===== config.mk =====
export PLATFORM = sky130hd
export DESIGN_NAME = lcd_controller_serial_frame_tx_top_flat
export DESIGN_NICKNAME = d
export VERILOG_FILES = /design/src/rtl/lcdsf_pkg.sv /design/src/rtl/lcdsf_if.sv /design/src/rtl/lcdsf_frame_build.sv /design/src/rtl/lcdsf_bit_shifter.sv /design/src/rtl/lcd_controller_serial_frame_tx_top.sv /design/src/flat_wrapper.sv
export SDC_FILE = /design/constraint.sdc
export NUM_CORES = 1
export LEC_CHECK = 0
export ABC_AREA = 1
export BUFFER_PORTS_ARGS = -buffer_cell sky130_fd_sc_hd__buf_2
export CAP_MARGIN = 15
export CORE_MARGIN = 5
export CORE_UTILIZATION = 52
export DETAILED_ROUTE_END_ITERATION = 6
export GPL_TIMING_DRIVEN = 0
export PLACE_DENSITY = 0.76
export RECOVER_POWER = 25
export SETUP_SLACK_MARGIN = 0.02
export SLEW_MARGIN = 10
export SYNTH_ARGS = -nofsm -noshare
export SYNTH_HDL_FRONTEND = slang
export SYNTH_SLANG_ARGS = --single-unit

===== constraint.sdc =====
create_clock -name clock -period 1.75 [get_ports clock]
set_input_delay 0.35 -clock clock [delete_from_list [all_inputs] [get_ports clock]]
set_output_delay 0.35 -clock clock [all_outputs]
set_load 0.005 [all_outputs]

===== src/rtl/lcdsf_pkg.sv =====
// Shared types and constants for the serial LCD frame transmitter.
// Used by the channel interfaces and by every module of the block.
package lcdsf_pkg;

   localparam int FRAME_BITS = 17;
   localparam int COUNT_W    = $clog2(FRAME_BITS + 1);

   typedef logic [COUNT_W-1:0]    count_type;
   typedef logic [FRAME_BITS-1:0] frame_type;

   localparam logic [1:0] OP_COMMAND = 2'd0;
   localparam logic [1:0] OP_SINGLE  = 2'd1;
   localparam logic [1:0] OP_BURST   = 2'd2;

   localparam logic [3:0] CMD_PREAMBLE   = 4'h8;
   localparam logic [2:0] WRITE_PREAMBLE = 3'h5;

   localparam count_type CMD_BITS        = count_type'(12);
   localparam count_type SINGLE_BITS     = count_type'(13);
   localparam count_type BURST_OPEN_BITS = count_type'(17);
   localparam count_type BURST_DATA_BITS = count_type'(8);

   typedef struct packed {
      logic [1:0] opcode;
      logic [7:0] command_code;
      logic [5:0] address;
      logic [7:0] data_byte;
      logic       last_of_burst;
   } req_type;

   typedef struct packed {
      logic data_bit;
      logic frame_start;
      logic frame_end;
      logic last;
   } rsp_type;

   // One frame ready to leave: bits left aligned, first bit in the top position.
   typedef struct packed {
      frame_type bits;
      count_type count;
      logic      starts;
      logic      ends;
   } load_type;

   function automatic logic [7:0] reverse_byte(input logic [7:0] value);
      logic [7:0] result;
      for (int i = 0; i < 8; i++) begin
         result[i] = value[7 - i];
      end
      return result;
   endfunction

endpackage


===== src/rtl/lcdsf_if.sv =====
// Valid/ready channel interfaces for request words and serial bit words.
// Depends on lcdsf_pkg for the payload types.
interface lcdsf_req_if;
   logic                 valid;
   logic                 ready;
   lcdsf_pkg::req_type   payload;

   modport source (output valid, output payload, input ready);
   modport sink   (input valid, input payload, output ready);
endinterface

interface lcdsf_rsp_if;
   logic                 valid;
   logic                 ready;
   lcdsf_pkg::rsp_type   payload;

   modport source (output valid, output payload, input ready);
   modport sink   (input valid, input payload, output ready);
endinterface


===== src/rtl/lcdsf_frame_build.sv =====
// Frame builder: turns one request word into a left-aligned bit frame and
// tracks whether a burst frame is open. Depends on lcdsf_pkg.
module lcdsf_frame_build (
   input  logic                clock,
   input  logic                reset,
   input  logic                accept,
   input  lcdsf_pkg::req_type  req,
   output logic                load_en,
   output lcdsf_pkg::load_type load
);
   import lcdsf_pkg::*;

   logic burst_open_ff;
   logic burst_open_in;
   logic op_valid;

   always_comb begin
      load          = '0;
      op_valid      = 1'b1;
      burst_open_in = burst_open_ff;
      unique case (req.opcode)
         OP_COMMAND: begin
            load.bits     = {CMD_PREAMBLE, req.command_code, 5'b0};
            load.count    = CMD_BITS;
            load.starts   = 1'b1;
            load.ends     = 1'b1;
            burst_open_in = 1'b0;
         end
         OP_SINGLE: begin
            load.bits     = {WRITE_PREAMBLE, req.address,
                             reverse_byte({4'b0, req.data_byte[3:0]})};
            load.count    = SINGLE_BITS;
            load.starts   = 1'b1;
            load.ends     = 1'b1;
            burst_open_in = 1'b0;
         end
         OP_BURST: begin
            if (burst_open_ff) begin
               load.bits   = {reverse_byte(req.data_byte), 9'b0};
               load.count  = BURST_DATA_BITS;
               load.starts = 1'b0;
            end else begin
               load.bits   = {WRITE_PREAMBLE, req.address, reverse_byte(req.data_byte)};
               load.count  = BURST_OPEN_BITS;
               load.starts = 1'b1;
            end
            load.ends     = req.last_of_burst;
            burst_open_in = ~req.last_of_burst;
         end
         default: begin
            op_valid = 1'b0;
         end
      endcase
   end

   assign load_en = accept & op_valid;

   always_ff @(posedge clock) begin
      if (reset) begin
         burst_open_ff <= 1'b0;
      end else if (load_en) begin
         burst_open_ff <= burst_open_in;
      end
   end

`ifndef SYNTHESIS
   a_close_clears: assert property (@(posedge clock) disable iff (reset)
      (load_en && req.opcode == OP_BURST && req.last_of_burst) |=> !burst_open_ff)
      else $error("burst still open after closing byte");
   a_open_no_start: assert property (@(posedge clock) disable iff (reset)
      (burst_open_ff && req.opcode == OP_BURST) |-> (!load.starts && load.count == BURST_DATA_BITS))
      else $error("open burst byte carries a header");
   a_frame_closes: assert property (@(posedge clock) disable iff (reset)
      (load_en && (req.opcode == OP_COMMAND || req.opcode == OP_SINGLE)) |=> !burst_open_ff)
      else $error("burst left open after a single frame");
`endif

endmodule


===== src/rtl/lcdsf_bit_shifter.sv =====
// Bit shifter and sequencer: one shift register and a down counter send the
// loaded frame one bit per output word. Depends on lcdsf_pkg.
module lcdsf_bit_shifter (
   input  logic                clock,
   input  logic                reset,
   input  logic                load_en,
   input  lcdsf_pkg::load_type load,
   input  logic                out_ready,
   output logic                out_valid,
   output lcdsf_pkg::rsp_type  out_word,
   output logic                idle
);
   import lcdsf_pkg::*;

   frame_type shift_ff;
   frame_type shift_in;
   count_type count_ff;
   count_type count_in;
   logic      first_ff;
   logic      first_in;
   logic      ends_ff;
   logic      ends_in;
   logic      final_bit;
   logic      advance;

   assign idle      = (count_ff == '0);
   assign out_valid = ~idle;
   assign final_bit = (count_ff == count_type'(1));
   assign advance   = out_valid & out_ready;

   assign out_word.data_bit    = shift_ff[FRAME_BITS-1];
   assign out_word.frame_start = first_ff;
   assign out_word.frame_end   = ends_ff & final_bit;
   assign out_word.last        = final_bit;

   always_comb begin
      shift_in = shift_ff;
      count_in = count_ff;
      first_in = first_ff;
      ends_in  = ends_ff;
      priority if (load_en) begin
         shift_in = load.bits;
         count_in = load.count;
         first_in = load.starts;
         ends_in  = load.ends;
      end else if (advance) begin
         shift_in = {shift_ff[FRAME_BITS-2:0], 1'b0};
         count_in = count_ff - count_type'(1);
         first_in = 1'b0;
      end else begin
         first_in = first_ff;
      end
   end

   always_ff @(posedge clock) begin
      shift_ff <= shift_in;
      ends_ff  <= ends_in;
      if (reset) begin
         count_ff <= '0;
         first_ff <= 1'b0;
      end else begin
         count_ff <= count_in;
         first_ff <= first_in;
      end
   end

`ifndef SYNTHESIS
   a_load_when_idle: assert property (@(posedge clock) disable iff (reset)
      load_en |-> idle)
      else $error("frame loaded while bits still pending");
   a_count_range: assert property (@(posedge clock) disable iff (reset)
      count_ff <= count_type'(FRAME_BITS))
      else $error("bit count out of range");
   a_drain_to_idle: assert property (@(posedge clock) disable iff (reset)
      (advance && final_bit) |=> idle)
      else $error("words remain after the final bit");
   a_start_once: assert property (@(posedge clock) disable iff (reset)
      (advance && !final_bit) |=> !out_word.frame_start)
      else $error("frame start on a later bit");
`endif

endmodule


===== src/rtl/lcd_controller_serial_frame_tx_top.sv =====
// Serial frame transmitter for a three-wire segment LCD controller: top level.
// Depends on lcdsf_pkg, lcdsf_if, lcdsf_frame_build and lcdsf_bit_shifter.
//
// Each request word becomes a run of one-bit output words, one per cycle when
// the sink is ready: 12 for a command, 13 for a single nibble write, 17 for the
// first byte of a burst and 8 for each later burst byte. The frame is loaded
// into one shift register and a down counter sets the run length; the request
// side is ready only when that register is empty. A word with an unused opcode
// is taken and produces no output. frame_start and frame_end tell the pin
// stage where chip select moves.
module lcd_controller_serial_frame_tx_top (
   input logic         clock,
   input logic         reset,
   lcdsf_req_if.sink   req_chan,
   lcdsf_rsp_if.source rsp_chan
);
   import lcdsf_pkg::*;

   logic     accept;
   logic     load_en;
   logic     idle;
   load_type load;

   assign req_chan.ready = idle;
   assign accept         = req_chan.valid & idle;

   lcdsf_frame_build u_frame_build (
      .clock   (clock),
      .reset   (reset),
      .accept  (accept),
      .req     (req_chan.payload),
      .load_en (load_en),
      .load    (load)
   );

   lcdsf_bit_shifter u_bit_shifter (
      .clock     (clock),
      .reset     (reset),
      .load_en   (load_en),
      .load      (load),
      .out_ready (rsp_chan.ready),
      .out_valid (rsp_chan.valid),
      .out_word  (rsp_chan.payload),
      .idle      (idle)
   );

endmodule

===== src/flat_wrapper.sv =====
// flat-port wrapper written by rule: the top's interface ports become plain ports
module lcd_controller_serial_frame_tx_top_flat import lcdsf_pkg::*;
  (clock, reset, req_chan_valid, req_chan_payload, req_chan_ready, rsp_chan_valid, rsp_chan_payload, rsp_chan_ready);
  lcdsf_req_if req_chan_i ();
  lcdsf_rsp_if rsp_chan_i ();
  input logic clock;
  input logic reset;
  input wire logic [$bits(req_chan_i.valid)-1:0] req_chan_valid;
  input wire logic [$bits(req_chan_i.payload)-1:0] req_chan_payload;
  output wire logic [$bits(req_chan_i.ready)-1:0] req_chan_ready;
  output wire logic [$bits(rsp_chan_i.valid)-1:0] rsp_chan_valid;
  output wire logic [$bits(rsp_chan_i.payload)-1:0] rsp_chan_payload;
  input wire logic [$bits(rsp_chan_i.ready)-1:0] rsp_chan_ready;
  assign req_chan_i.valid = req_chan_valid;
  assign req_chan_i.payload = req_chan_payload;
  assign req_chan_ready = req_chan_i.ready;
  assign rsp_chan_valid = rsp_chan_i.valid;
  assign rsp_chan_payload = rsp_chan_i.payload;
  assign rsp_chan_i.ready = rsp_chan_ready;
  lcd_controller_serial_frame_tx_top u_core (.clock(clock), .reset(reset), .req_chan(req_chan_i), .rsp_chan(rsp_chan_i));
endmodule

==> impl_metrics.prom <==
# TYPE chip_impl_metric gauge
chip_impl_info{name="outcome",value="finished clean"} 1
chip_impl_metric{name="max_clock_freq",unit="GHz"} 0.6110
chip_impl_metric{name="mappedNetlistNets",unit=""} 204
chip_impl_metric{name="post-dp-hpwl",unit="microns"} 2478
chip_impl_info{name="worst_setup_path_startpoint",value="u_core.u_bit_shifter.count_ff[0]"} 1
chip_impl_metric{name="clock-skew-final",unit="ns"} 0.01128
chip_impl_info{name="worstSetupEndpoint",value="req_chan_ready"} 1
chip_impl_metric{name="number_of_hold_slack_violations_in_the_final_timing_report",unit=""} 0
chip_impl_metric{name="min_period",unit="ns"} 1.637
chip_impl_metric{name="grt_max_degree",unit=""} 21
chip_impl_metric{name="power_per_cell_area",unit="mW/mm^2"} 1569
chip_impl_info{name="synth_top_cells_by_area",value="sky130_fd_sc_hd__edfxtp_1 (37%), sky130_fd_sc_hd__nand2_1 (12%), sky130_fd_sc_hd__dfxtp_1 (9.7%)"} 1
chip_impl_metric{name="cells_on_worst_reg2reg_path",unit=""} 7
chip_impl_metric{name="setup-tns-final",unit="ns"} 0
chip_impl_metric{name="place.detailed.instances",unit=""} 237
chip_impl_info{name="rsz0062_at_grt",value="false"} 1
chip_impl_info{name="timing.setup.critical_path_class",value="reg2out"} 1
chip_impl_metric{name="dr.pass1.iters",unit=""} 4
chip_impl_metric{name="syn_area_per_cell",unit="sq um"} 8.402
chip_impl_metric{name="holdWs",unit="ns"} 0.2684
chip_impl_metric{name="whs_path_depth",unit=""} 2
chip_impl_metric{name="cp.arrival",unit="ns"} 1.29
chip_impl_info{name="timing.critical_path.from_type",value="flip-flop"} 1
chip_impl_metric{name="p_leak",unit="nW"} 0.7849
chip_impl_metric{name="antenna-diode-count",unit=""} 0
chip_impl_metric{name="synth_cell_types",unit=""} 27
chip_impl_metric{name="fp.dieW",unit="microns"} 62.72
chip_impl_metric{name="critical_path.max_stage_delay",unit="ns"} 0.37
chip_impl_metric{name="floorplan.initialDensity",unit=""} 0.5332
chip_impl_info{name="slowest_cell_on_crit_path",value="sky130_fd_sc_hd__dfxtp_2"} 1
chip_impl_metric{name="worst-slew-pin-transition",unit="ns"} 0.2906
chip_impl_metric{name="finalMaxSlewViolations",unit=""} 0
chip_impl_metric{name="power.ir.vdd_worst",unit="mV"} 1.045
chip_impl_info{name="dominantRegCellSynth",value="sky130_fd_sc_hd__edfxtp_1"} 1
chip_impl_metric{name="cts_max_path_buffers",unit=""} 2
chip_impl_metric{name="grt_pass1_wl",unit="microns"} 5747
chip_impl_metric{name="place.port_buffers",unit=""} 34
chip_impl_metric{name="clock-sinks",unit=""} 25
chip_impl_metric{name="antenna_found_initial",unit=""} 0
chip_impl_metric{name="die_area",unit="sq mm"} 0.003933
chip_impl_metric{name="synth_enable_flop_cells",unit=""} 18
chip_impl_info{name="tritoncts",value="built"} 1
chip_impl_metric{name="vias_per_cell",unit=""} 5.398
chip_impl_metric{name="gr-total-overflow",unit=""} 0
chip_impl_metric{name="detailroute.via_count",unit=""} 1301
chip_impl_metric{name="areaGrowthSynthToFinish",unit="%"} 18.18
chip_impl_metric{name="clkSlewWorstSetupHoldPaths",unit="ns"} 0.14
chip_impl_metric{name="ys_seq_elements",unit=""} 25
chip_impl_info{name="worstHoldPathType",value="in2reg"} 1
chip_impl_info{name="ys_top_cells_by_count",value="sky130_fd_sc_hd__nand2_1 (46), sky130_fd_sc_hd__edfxtp_1 (18), sky130_fd_sc_hd__nand3_1 (16), sky130_fd_sc_hd__inv_1 (14), sky130_fd_sc_hd__a21oi_1 (13)"} 1
chip_impl_metric{name="io_pins",unit=""} 35
chip_impl_metric{name="synthesis.yosys.warnings",unit=""} 0
chip_impl_info{name="crit-reg2reg-launch",value="u_core.u_bit_shifter.count_ff[4]"} 1
chip_impl_metric{name="final_cell_count_no_fill",unit=""} 241
chip_impl_metric{name="path_max_fanout",unit=""} 5
chip_impl_metric{name="die_h",unit="microns"} 62.72
chip_impl_metric{name="number_of_global_route_vias_before_repair",unit=""} 1246
chip_impl_info{name="cp_cell_sequence",value="inv_2 > ha_4 > nand3_4 > inv_1 > buf_2"} 1
chip_impl_metric{name="relative_slew_slack",unit=""} 0.8061
chip_impl_info{name="timing.critical_path.to_type",value="output port"} 1
chip_impl_metric{name="seq_area_frac_synth",unit=""} 0.4710
chip_impl_info{name="synth_largest_area_cell",value="sky130_fd_sc_hd__edfxtp_1"} 1
chip_impl_metric{name="routabilityCongestion",unit=""} 0.8129
chip_impl_metric{name="post_synth_inst_count",unit=""} 172
chip_impl_metric{name="num_rows",unit=""} 19
chip_impl_metric{name="route.antenna.remaining_nets",unit=""} 0
chip_impl_metric{name="finalCritPeriodShare",unit=""} 0.9352
chip_impl_metric{name="groute.usage.overall",unit=""} 0.1765
chip_impl_metric{name="drt_drc_violations_left",unit=""} 0
chip_impl_info{name="cts_root_buf",value="sky130_fd_sc_hd__clkbuf_4"} 1
chip_impl_metric{name="tritoncts.num_buffers",unit=""} 3
chip_impl_metric{name="design.final.nets",unit=""} 243
chip_impl_metric{name="mappedNetlistArea",unit="sq mm"} 0.001445
chip_impl_metric{name="fp.coreArea",unit="sq mm"} 0.002710
chip_impl_metric{name="worst_ep_required_time",unit="ns"} 1.40
chip_impl_metric{name="htree_num_levels",unit=""} 1
chip_impl_metric{name="report.final.setup_viol",unit=""} 0
chip_impl_metric{name="wl",unit="microns"} 3312
chip_impl_metric{name="post_drt_wl_per_cell",unit="microns"} 13.74
chip_impl_metric{name="clk-insertion-delay-late",unit="ns"} 0.34
chip_impl_info{name="post-synth-top-count-cell",value="sky130_fd_sc_hd__nand2_1"} 1
chip_impl_metric{name="share_of_cells_above_drive_strength_1",unit=""} 0.3238
chip_impl_metric{name="drv_cap",unit=""} 0
chip_impl_metric{name="synth-async-reset-ratio",unit=""} 0
chip_impl_metric{name="drt_iter0_drc",unit=""} 117
chip_impl_info{name="critical_path.reg2reg.endpoint",value="u_core.u_bit_shifter.shift_ff[15]"} 1
chip_impl_metric{name="netlist.area_leader.share",unit=""} 0.3740
chip_impl_metric{name="r2r_slack",unit="ns"} 0.13
## cells by family after synthesis
group,Yosys count,share of synthesized area
AND/OR/NAND/NOR,86,0.2987
AO/OA/AOI/OAI,31,0.1143
buffers and inverters,26,0.08398
flip-flops,25,0.4710
adder cells (fa/ha/maj),3,0.02598
XOR/XNOR,1,0.006062
## stage by stage
| stage | util | setup WS (ns) | power (W) | area [sq um] |
|---|---|---|---|---|
| final | 0.6302 | 0.1133 | 0.002680 | 1708 |
| after CTS | 0.6265 | 0.02523 | 0.002675 | 1698 |
| after global placement | 0.6103 | 0.1563 | 0.002310 | 1654 |
| after detailed placement | 0.6103 | 0.09774 | 0.002368 | 1654 |
| after global routing | 0.6302 | 0.02528 | 0.002912 | 1708 |
| after floorplan | - | 0.2685 | 0.002038 | 1445 |
## layout make-up
cell class,instances,area (sq um)
plain buffers,7,47.55
flip-flops and latches,25,683.2
repair buffers,34,168.9
fillers,253,1002
clock buffers,3,22.52
inverters,19,73.82
multi-input cells,121,665.6
clock inverters,1,7.507
well taps,31,38.79
## worst min-delay path by stage
stage / from / slack (ns) / end
after floorplan: reset / 0.42 / u_core.u_bit_shifter.count_ff[0]
after global placement: u_core.u_bit_shifter.count_ff[1] / 0.45 / u_core.u_bit_shifter.count_ff[1]
after detailed placement: u_core.u_bit_shifter.first_ff / 0.46 / u_core.u_bit_shifter.first_ff
after CTS: reset / 0.27 / u_core.u_bit_shifter.count_ff[0]
after global routing: reset / 0.26 / u_core.u_bit_shifter.count_ff[0]
final: reset / 0.27 / u_core.u_bit_shifter.count_ff[1]
## flip-flops by register name (all words and copies together) (netlist names)
name / flops
u_core.u_bit_shifter.shift_ff: 17
u_core.u_bit_shifter.count_ff: 5
u_core.u_bit_shifter.ends_ff: 1
u_core.u_bit_shifter.first_ff: 1
u_core.u_frame_build.burst_open_ff: 1
## power by group
group / leakage (nW) / switching [W] / internal [W] / total [W]
Combinational: 0.538 / 0.000759 / 0.000498 / 0.00126
Sequential: 0.233 / 0.000113 / 0.00103 / 0.00114
Clock: 0.0139 / 0.000195 / 0.0000876 / 0.000283
Total: 0.785 / 0.00107 / 0.00161 / 0.00268
## layer usage
metal	global-route usage	wire length, microns	vias up	share of wire
li1	-	-	648	-
met1	0.2443	1397	600	0.42
met2	0.2798	1632	49	0.49
met3	0.03597	243	4	0.073
met4	0.04775	39	0	0.012
met5	0	0	-	0
## critical path: cells and delay by family (launching register included)
kind / cells / cell delay [ns]
buffers and inverters: 3 / 0.29
and+or+nand+nor: 1 / 0.13
adders and majority gates: 1 / 0.17
DFF: 1 / 0.37
## layout by cell type, fill, tap and decap left out, drive strengths merged, types with 2 or more instances in the layout
cell type	Yosys	final
a21oi	13	13
buf	7	37
clkbuf	0	7
dfxtp	7	7
edfxtp	18	18
ha	3	3
inv	19	19
nand2	50	50
nand3	18	18
nand4	2	2
nor2	13	13
o21ai	15	15
## timing repair
action                                  4_1_cts  5_1_grt
setup buffers                                 0        0
resized for setup                             4        7
endpoints found under the setup margin        2        4
pin swaps                                     0        1
hold buffers                                  0        0
Note: power is estimated with default switching activity, not from simulation.
